==> config.mk <==
export PLATFORM = sky130hd
export DESIGN_NAME = hgld_fifo
export DESIGN_NICKNAME = d
export VERILOG_FILES = /design/src/design/hgld_pkg.sv /design/src/design/hgld_fifo.sv
export SDC_FILE = /design/constraint.sdc
export NUM_CORES = 1
export LEC_CHECK = 0
export BUFFER_PORTS_ARGS = -buffer_cell sky130_fd_sc_hd__buf_4
export CORE_MARGIN = 5
export CORE_UTILIZATION = 45
export CTS_CLUSTER_DIAMETER = 30
export DETAILED_ROUTE_END_ITERATION = 10
export GPL_TIMING_DRIVEN = 0
export PLACE_DENSITY = 0.66
export SLEW_MARGIN = 20
export SYNTH_ARGS = -nofsm -noshare
export SYNTH_HDL_FRONTEND = slang
export SYNTH_SLANG_ARGS = --single-unit
==> constraint.sdc <==
create_clock -name clk -period 4.7 [get_ports clk]
set_input_delay 0.47 -clock clk [delete_from_list [all_inputs] [get_ports clk]]
set_output_delay 0.47 -clock clk [all_outputs]
set_load 0.01 [all_outputs]
==> src/design/hgld_pkg.sv <==
// Package for the hashed geometric level draw block.
// Holds hash constants, field widths, register indexes and shared types.
// No dependencies.
package hgld_pkg;

  localparam int HASH_W    = 64;
  localparam int V_W       = 54;
  localparam int M_W       = 9;
  localparam int LEVEL_W   = 5;
  localparam int CFG_IDX_W = 1;
  localparam int Q_AW      = 2;

  localparam logic [HASH_W-1:0] GOLDEN_GAMMA = 64'h9E3779B97F4A7C15;
  localparam logic [HASH_W-1:0] MIX_MUL_A    = 64'hBF58476D1CE4E5B9;
  localparam logic [HASH_W-1:0] MIX_MUL_B    = 64'h94D049BB133111EB;
  localparam logic [V_W-1:0]    UNIT_SCALE   = 54'h20000000000000;

  localparam int SHIFT_A   = 30;
  localparam int SHIFT_B   = 27;
  localparam int SHIFT_C   = 31;
  localparam int SHIFT_TOP = 11;

  localparam logic [M_W-1:0] BRANCH_RESET = 9'd16;
  localparam logic [M_W-1:0] BRANCH_MIN   = 9'd2;

  localparam logic [CFG_IDX_W-1:0] REG_BRANCHING = 1'b0;
  localparam logic [CFG_IDX_W-1:0] REG_HASH_SEED = 1'b1;

  typedef struct packed {
    logic full;
    logic empty;
  } q_stat_t;

endpackage

==> src/design/hgld_fifo.sv <==
// Small synchronous queue with registered pointers and a fill count.
// Depends on hgld_pkg for the status struct.
module hgld_fifo #(
  parameter int W  = 54,
  parameter int AW = 2
) (
  input  logic               clk,
  input  logic               rst_n,
  input  logic               push,
  input  logic [W-1:0]       wdata,
  input  logic               pop,
  output logic [W-1:0]       rdata,
  output hgld_pkg::q_stat_t  stat
);
  import hgld_pkg::*;

  localparam int DEPTH = 1 << AW;

  logic [W-1:0]  mem [DEPTH];
  logic [AW-1:0] wr_ptr_r, rd_ptr_r;
  logic [AW:0]   cnt_r, cnt_nxt;

  always_comb begin
    cnt_nxt = cnt_r;
    if (push && !pop) begin
      cnt_nxt = cnt_r + 1'b1;
    end else if (pop && !push) begin
      cnt_nxt = cnt_r - 1'b1;
    end
  end

  always_ff @(posedge clk) begin
    if (!rst_n) begin
      wr_ptr_r <= '0;
      rd_ptr_r <= '0;
      cnt_r    <= '0;
    end else begin
      if (push) begin
        wr_ptr_r <= wr_ptr_r + 1'b1;
      end
      if (pop) begin
        rd_ptr_r <= rd_ptr_r + 1'b1;
      end
      cnt_r <= cnt_nxt;
    end
  end

  always_ff @(posedge clk) begin
    if (push) begin
      mem[wr_ptr_r] <= wdata;
    end
  end

  assign rdata      = mem[rd_ptr_r];
  assign stat.full  = (cnt_r == (AW+1)'(DEPTH));
  assign stat.empty = (cnt_r == '0);

  a_no_overflow: assert property (@(posedge clk) disable iff (!rst_n)
    push |-> (!stat.full || pop))
    else $error("queue written while full");

  a_no_underflow: assert property (@(posedge clk) disable iff (!rst_n)
    pop |-> !stat.empty)
    else $error("queue read while empty");

  a_cnt_bound: assert property (@(posedge clk) disable iff (!rst_n)
    cnt_r <= (AW+1)'(DEPTH))
    else $error("queue fill count out of range");

endmodule

==> key figures, run 1 <==
Synthesis
  • Number of synthesized register bits: 225
  • Syn Area/Cell: 25.6 um2
  • Synth area leader: edfxtp_1
  • Synthesized area: 8300 um2
  • Synthesized instance count: 325
  • Top cells by area, synth: edfxtp_1, mux4_2, dfxtp_1
  • YS warnings: 0
  • Yosys top cell area share: 0.781
  • Unique cell type count in the Yosys netlist: 22
  • Seq/Total Area, Yosys: 0.803
  • Synthesized net count: a little under 400

Layout
  • Design area: 10700 um2
  • Share of layout cells above drive strength 1: 0.461
  • # nets final: about 550
  • # diodes: 0
  • Area Growth Syn to Fin: 29.0%

Timing
  • Final min period: approximately 2.4 ns
  • Final Setup Violations: 0
  • Unrepaired setup endpoints after global routing: false
  • Fin. Hold Viols: 0
  • Final Max Slew Viols: 0
  • Fin Setup TNS: 0 ns
  • Period Utilization, post-route: 0.501
  • Final worst slack: 2.35 ns
  • Worst slew pin tran: 0.473 ns
  • Max_slew headroom: 0.685
  • Post-Route Skew: 0.00605 ns
  • Fmax: between 400 and 500 MHz

Critical path
  • Crit-path max cell delay: 0.54 ns
  • Reg2Reg Setup Slack: slightly above 3 ns
  • Critical path startpoint category: flip-flop
  • Critical path required time: 4.23 ns
  • Levels on crit path: 4
  • Crit path to: rdata[26]
  • WS Path Type: flip-flop to output pin
  • WP data arrival: 1.88 ns
  • R2R Path End: mem[0][35]$_DFFE_PP_
  • Top delay family on crit path: buffers and inverters
  • Reg-to-reg startpoint: wr_ptr_r[0]$_SDFFE_PN0P_
  • Critical path cell sequence: buf_6 -> buf_12 -> mux4_2 -> buf_4
  • Crit-path slowest cell: mux4_2
  • Crit path buf inv count: 3
  • Worst reg2reg path depth: 4
  • CP Capture Type: output pin
  • CP max FO: 10

Clock network
  • CTS root buffer: clkbuf_16
  • Worst-Skew Late Latency: 0.49 ns
  • Hold_buf cts: 0
  • CTS Buffer Depth: 3
  • Setup Buffers After CTS: 0
  • CTS Sinks: 225
  • CTS tree: yes
  • Post-CTS sizing: 0
  • H-tree Lvls: 2
  • Worst-path clk slew: about 0.05 ns
  • Total CTS buffers: 40

Route
  • Initial drt markers: between 150 and 200
  • Routed Antenna Nets: 0
  • Post-DR vias/cell: 5.09
  • DRC viols: 0
  • Drt first pass iters: 4
  • DR WL/cell: roughly 20 um
  • Final wirelength: 14.8 mm
  • DR vias: 3758

Placement
  • Place WS: 2.69 ns
  • Global placement routability congestion: 0.720
  • Placed cell area: 9530 um2
  • Hpwl dp: between 8 and 9 mm
  • Port bufs: 113

Outcome
  • Status: finished, final reports clean

Floorplan
  • FP Rows: approximately 50
  • Starting Density: 0.459
  • # IOs: 114
  • CORE AREA: 18100 um2
  • Die area: 21300 um2
  • Chip width: 146 um
  • Die span in y: around 150 um

Global routing
  • Met2 Usage GRT: 0.231
  • GR Util met3: 0.0464
  • Gr ovfl total: 0
  • Initial antenna violation count: 0
  • All-Layer GR Usage: 0.142
  • Vias in the first global route: 4242
  • Largest net degree at the start of global routing: 30
  • Met1 GRT Util: 0.184
  • Top Usage Layer GRT: met2
  • First-pass GRT wire length: 23.4 mm

Worst hold path
  • Min-Delay Path Class: input pin to flip-flop
  • Hold_sp: wdata[0]

Pwr
  • Pleak: 3.73 nW
  • Peak supply drop: between 0.3 and 0.4 mV
  • Pwr Density: 497 nW/um2

Run
  • MaxCap Viol Count: 0
==> sequential cells by signal, summed over array words and instances (netlist names), named ones only <==
name	count
wr_ptr_r	2
rd_ptr_r	2
mem	216
cnt_r	3
==> cells in the mapped netlist <==
library cell    n
a21boi_0        1
and2_1          9
buf_12          5
buf_2           5
buf_6           1
clkbuf_2        1
dfxtp_1         9
edfxtp_1      216
fa_1            1
ha_1            5
inv_1           4
mux2i_1         2
mux4_1          4
mux4_2         50
nand2_1         1
nor2b_1         2
nor3_1          1
nor3b_1         1
o21ai_0         1
or3_1           1
xnor2_1         2
xor2_1          3
==> cell type report <==
| cell class | instances | area [um2] |
|---|---|---|
| buffer | 12 | 141 |
| clock buffer | 50 | 1070 |
| clock inverter | 18 | 115 |
| fill | 1277 | 7370 |
| inverter | 4 | 15.0 |
| multi-input combinational | 84 | 1490 |
| sequential | 225 | 6670 |
| tap | 229 | 287 |
| timing repair buffer | 117 | 928 |
==> through the flow <==
step / hold slack, ns / total power, mW / instances / util
2_1_floorplan: 0.472 / 2.64 / 325 / -
3_3_place_gp: 0.485 / 2.87 / 667 / 0.522
3_5_place_dp: 0.501 / 2.89 / 671 / 0.527
4_1_cts: 0.157 / 5.39 / 739 / 0.592
5_1_grt: 0.159 / 5.52 / 739 / 0.592
6_report: 0.179 / 5.32 / 739 / 0.592
==> cells by family (layout without fill, tap and decap cells) <==
| family | Yosys count | after routing | synth area share |
|---|---|---|---|
| muxes | 56 | 56 | 0.151 |
| adders and majority gates | 6 | 6 | 0.00994 |
| buffers and inverters | 16 | 201 | 0.0188 |
| and+or+nand+nor | 15 | 15 | 0.0110 |
| DFF | 225 | 225 | 0.803 |
| xor gates and xnor gates | 5 | 5 | 0.00527 |
| AOI/OAI and AO/OA | 2 | 2 | 0.00151 |
==> worst min path at each step <==
| stage | depth (start not counted) | to |
|---|---|---|
| 2_1_floorplan | 2 | cnt_r[2]$_SDFFE_PN0P_ |
| 3_3_place_gp | 2 | cnt_r[2]$_SDFFE_PN0P_ |
| 5_1_grt | 1 | mem[3][49]$_DFFE_PP_ |
| 3_5_place_dp | 2 | cnt_r[2]$_SDFFE_PN0P_ |
| 4_1_cts | 1 | mem[0][0]$_DFFE_PP_ |
| 6_report | 1 | mem[0][0]$_DFFE_PP_ |
==> layer usage <==
layer / vias to the layer above / share of wire
met4: 0 / 0.017
met1: 1914 / 0.42
met2: 113 / 0.50
met3: 25 / 0.065
met5: - / 0
li1: 1706 / -
==> layout by cell type, fill, tap and decap left out <==
| master | n |
|---|---|
| ha_1 | 5 |
| inv_1 | 4 |
| clkinv_2 | 5 |
| dfxtp_1 | 9 |
| a21boi_0 | 1 |
| clkbuf_1 | 8 |
| clkbuf_16 | 41 |
| buf_6 | 1 |
| buf_12 | 9 |
| mux2i_1 | 2 |
| clkbuf_8 | 1 |
| and2_4 | 4 |
| nand2_1 | 1 |
| nor2b_1 | 2 |
| buf_2 | 5 |
| edfxtp_1 | 216 |
| and2_1 | 5 |
| nor3b_1 | 1 |
| mux4_1 | 4 |
| clkbuf_2 | 1 |
| xnor2_1 | 2 |
| nor3_1 | 1 |
| bufinv_16 | 1 |
| fa_1 | 1 |
| buf_4 | 113 |
| or3_1 | 1 |
| mux4_2 | 50 |
| clkinvlp_4 | 4 |
| o21ai_0 | 1 |
| xor2_1 | 3 |
| clkinv_1 | 8 |
==> power by group <==
group          leakage, nW  internal, mW  switching [mW]
Combinational         1.10         0.270           0.236
Sequential            2.06          2.31          0.0239
Clock                0.569          1.64           0.842
Total                 3.73          4.22            1.10
(Power assumes the default switching activity.)
==> run 2, diff against run 1 <==
--- a/config.mk
+++ b/config.mk
@@ -11,7 +11,7 @@
 export CTS_CLUSTER_DIAMETER = 30
 export DETAILED_ROUTE_END_ITERATION = 10
 export GPL_TIMING_DRIVEN = 0
-export PLACE_DENSITY = 0.66
+export PLACE_DENSITY = 0.68
 export SLEW_MARGIN = 20
 export SYNTH_ARGS = -nofsm -noshare
 export SYNTH_HDL_FRONTEND = slang
==> constraint.sdc (replaced) <==
create_clock -name clk -period 1.9 [get_ports clk]
set_input_delay 0.19 -clock clk [delete_from_list [all_inputs] [get_ports clk]]
set_output_delay 0.19 -clock clk [all_outputs]
set_load 0.01 [all_outputs]
==> run 2 against run 1 <==
Net effect: the run now ends with setup timing left; worst setup slack got worse by 2.5 ns; cell count rose by 8.8%; register-to-register slack lost 2.8 ns; hold slack got worse by 0.15 ns; flip-flop and latch count did not move; global-route usage grew 1.1 points; clock skew up 0.0034 ns; routed wire length increased by 8.7%; clock power increased to 2.9 times the previous value; largest power group unchanged; highest routed layer unchanged.
==> key figures, run 2 (same netlist as run 1, synthesis figures left out) <==
Critical path
  • Crit-path max cell delay: 0.53 ns (about the same)
  • WP data arrival: 1.86 ns (-0.02 ns)
  • Crit path buf inv count: 3 (unchanged)
  • CP Capture Type: output pin
  • Critical path cell sequence: buf_12 -> buf_12 -> mux4_2 -> buf_6
  • Critical path required time: 1.71 ns (-2.52 ns)
  • CP most frequent cell: buf_12
  • WS Path Type: flip-flop to output pin
  • Crit-path slowest cell: mux4_2
  • CP max FO: 10 (unchanged)
  • Top delay family on crit path: multiplexers
  • Critical path startpoint category: flip-flop

Placement
  • Global placement routability congestion: 0.687 (-4.6%)
  • Port bufs: 113 (unchanged)
  • Dpl cells: 671 (unchanged)
  • Placed cell area: 9530 um2 (unchanged)
  • Hpwl dp: 9.17 mm (+3.4%)

Pwr
  • Pwr Density: 1240 nW/um2 (+150%)
  • Peak supply drop: 0.934 mV (+160%)
  • Pleak: 4.16 nW (+12%)
  • Overall power: 14.6 mW (+170%)

Outcome
  • Failing checks: setup timing
  • Status: finished, violations left

Global routing
  • Initial antenna violation count: 0 (unchanged)
  • First-pass GRT wire length: 25.4 mm (+8.2%)
  • Largest net degree at the start of global routing: 34 (+13%)
  • Gr ovfl total: 0 (unchanged)
  • Vias in the first global route: 4604 (+8.5%)
  • All-Layer GR Usage: 0.154 (+0.0111)

Layout
  • Post-route insts no fill: 804 (+8.8%)
  • Biggest register: mem
  • Design area: 11800 um2 (+10%)
  • # diodes: 0 (unchanged)
  • Share of layout cells above drive strength 1: 0.456 (-0.00513)
  • Final Util: 0.652 (+0.0598)
  • Most common cell after layout, fill and taps aside: edfxtp_1
  • # nets final: 608 (+11%)
  • Number of flip-flops in the largest register: 216 (unchanged)
  • Area Growth Syn to Fin: 42.0%
  • Top flop regs: mem x216, cnt_r x3
  • Most frequent cells in the layout: edfxtp_1, buf_4, buf_6, dlygate4sd3_1, mux4_2
  • Fill count: 1163 (-8.9%)

Floorplan
  • Starting Density: 0.459 (unchanged)
  • Die span in y: 146 um (unchanged)
  • Chip width: 146 um (unchanged)
  • # IOs: 114 (unchanged)
  • Die area: 21300 um2 (unchanged)
  • FP Rows: 49 (unchanged)
  • CORE AREA: 18100 um2 (unchanged)

Timing
  • Fmax: 489 MHz
  • Fin. Hold Viols: 0 (unchanged)
  • Final Max Slew Viols: 0 (unchanged)
  • Max_slew headroom: 0.691 (+0.00616)
  • Period Utilization, post-route: 1.08
  • Unrepaired setup endpoints after global routing: true
  • Final min period: about 2 ns
  • Final Setup Violations: 53 (+53)
  • Post-Route Skew: 0.00949 ns (+0.00345 ns)
  • Worst slew pin tran: 0.464 ns (-0.00924 ns)
  • Final worst slack: -0.145 ns (-2.49 ns)

Run
  • MaxCap Viol Count: 0 (unchanged)

Clock network
  • Worst-path clk slew: 0.05 ns (about the same)
  • Total CTS buffers: 39 (-2.5%)
  • CTS tree: yes
  • CTS Buffer Depth: 3 (unchanged)
  • H-tree Lvls: 2 (unchanged)
  • CTS Sinks: 225 (unchanged)
  • Worst-Skew Late Latency: 0.50 ns (about the same)
  • CTS root buffer: clkbuf_16

Route
  • DR WL/cell: 20.0 um (about the same)
  • Routed Antenna Nets: 0 (unchanged)
  • Final wirelength: 16.1 mm (+8.7%)
  • Post-DR vias/cell: 5.01 (-1.4%)
  • Initial drt markers: 209 (+14%)
  • Drt first pass iters: 4 (unchanged)
  • DRC viols: 0 (unchanged)
  • DR vias: 4032 (+7.3%)

Worst hold path
  • Min-Delay Path Class: input pin to flip-flop
[run 2: cell count changes in the layout (fill, tap and decap cells not counted), moves of 2 or more]
| cell | previous run | this run |
|---|---|---|
| buf_12 | 9 | 11 |
| buf_2 | 5 | 0 |
| buf_4 | 113 | 66 |
| buf_6 | 1 | 55 |
| bufinv_16 | 1 | 8 |
| clkbuf_1 | 8 | 2 |
| clkinv_1 | 8 | 2 |
| clkinv_2 | 5 | 2 |
| clkinv_4 | 0 | 6 |
| dlygate4sd3_1 | 0 | 55 |
| inv_6 | 0 | 8 |
| mux4_1 | 4 | 0 |
| mux4_2 | 50 | 54 |
[run 2: what timing repair did]
action | 4_1_cts | 5_1_grt
hold buffers | 55 | 0
endpoints found under the setup margin | 54 | 54
cloned | 2 | 1
hold endpoints to repair | 225 | 0
buffers inserted | 4 | 0
gates resized for setup | 69 | 2
[run 2: worst register-to-register path: stages (launching register included)]
cell and delay, ns:
dfxtp_1 0.34, inv_1 0.09, ha_1 0.15, and2_4 0.45, buf_12 0.27
[run 2: final timing paths]
check | startpoint | end | slack (ns) | cells past startpoint
max | flip-flop | rdata[4] | -0.15 | 4
max reg2reg | wr_ptr_r[0]$_SDFFE_PN0P_ | mem[0][23]$_DFFE_PP_ | 0.27 | 4
min | push | wr_ptr_r[1]$_SDFFE_PN0P_ | 0.03 | 3
min reg2reg | cnt_r[2]$_SDFFE_PN0P_ | cnt_r[2]$_SDFFE_PN0P_ | 0.55 | 2
[run 2: layout make-up]
| class | count | area [um2] | share of cell area |
|---|---|---|---|
| Sequential cell | 225 | 6670 | 0.566 |
| Timing Repair Buffer | 178 | 1780 | 0.151 |
| Multi-Input combinational cell | 84 | 1480 | 0.125 |
| Clock buffer | 41 | 983 | 0.0834 |
| Clock inverter | 31 | 418 | 0.0354 |
| Tap cell | 229 | 287 | 0.0243 |
| Buffer | 12 | 169 | 0.0143 |
| Inverter | 4 | 15.0 | 0.00127 |
[run 2: through the flow]
stage / worst slack, ns / hold slack, ns / TNS (ns)
6_report: -0.145 / 0.0302 / -5.95
5_1_grt: -0.212 / 0.0290 / -9.27
3_5_place_dp: 0.204 / 0.393 / 0
4_1_cts: -0.204 / 0.00899 / -8.30
3_3_place_gp: -0.304 / 0.388 / -62.84
2_1_floorplan: 0.243 / 0.289 / 0
[run 2: per-layer routing]
metal | share of wire | global-route usage | vias up
met5 | 0 | 0 | -
met4 | 0.017 | 0.0484 | 0
met3 | 0.060 | 0.0483 | 27
met2 | 0.53 | 0.268 | 121
met1 | 0.39 | 0.183 | 2056
li1 | - | - | 1828
[run 2: power by group]
| group | switching, mW | internal [mW] |
|---|---|---|
| logic | 0.656 | 0.896 |
| clock network | 2.39 | 4.92 |
| registers | 0.0685 | 5.70 |
| total | 3.12 | 11.5 |
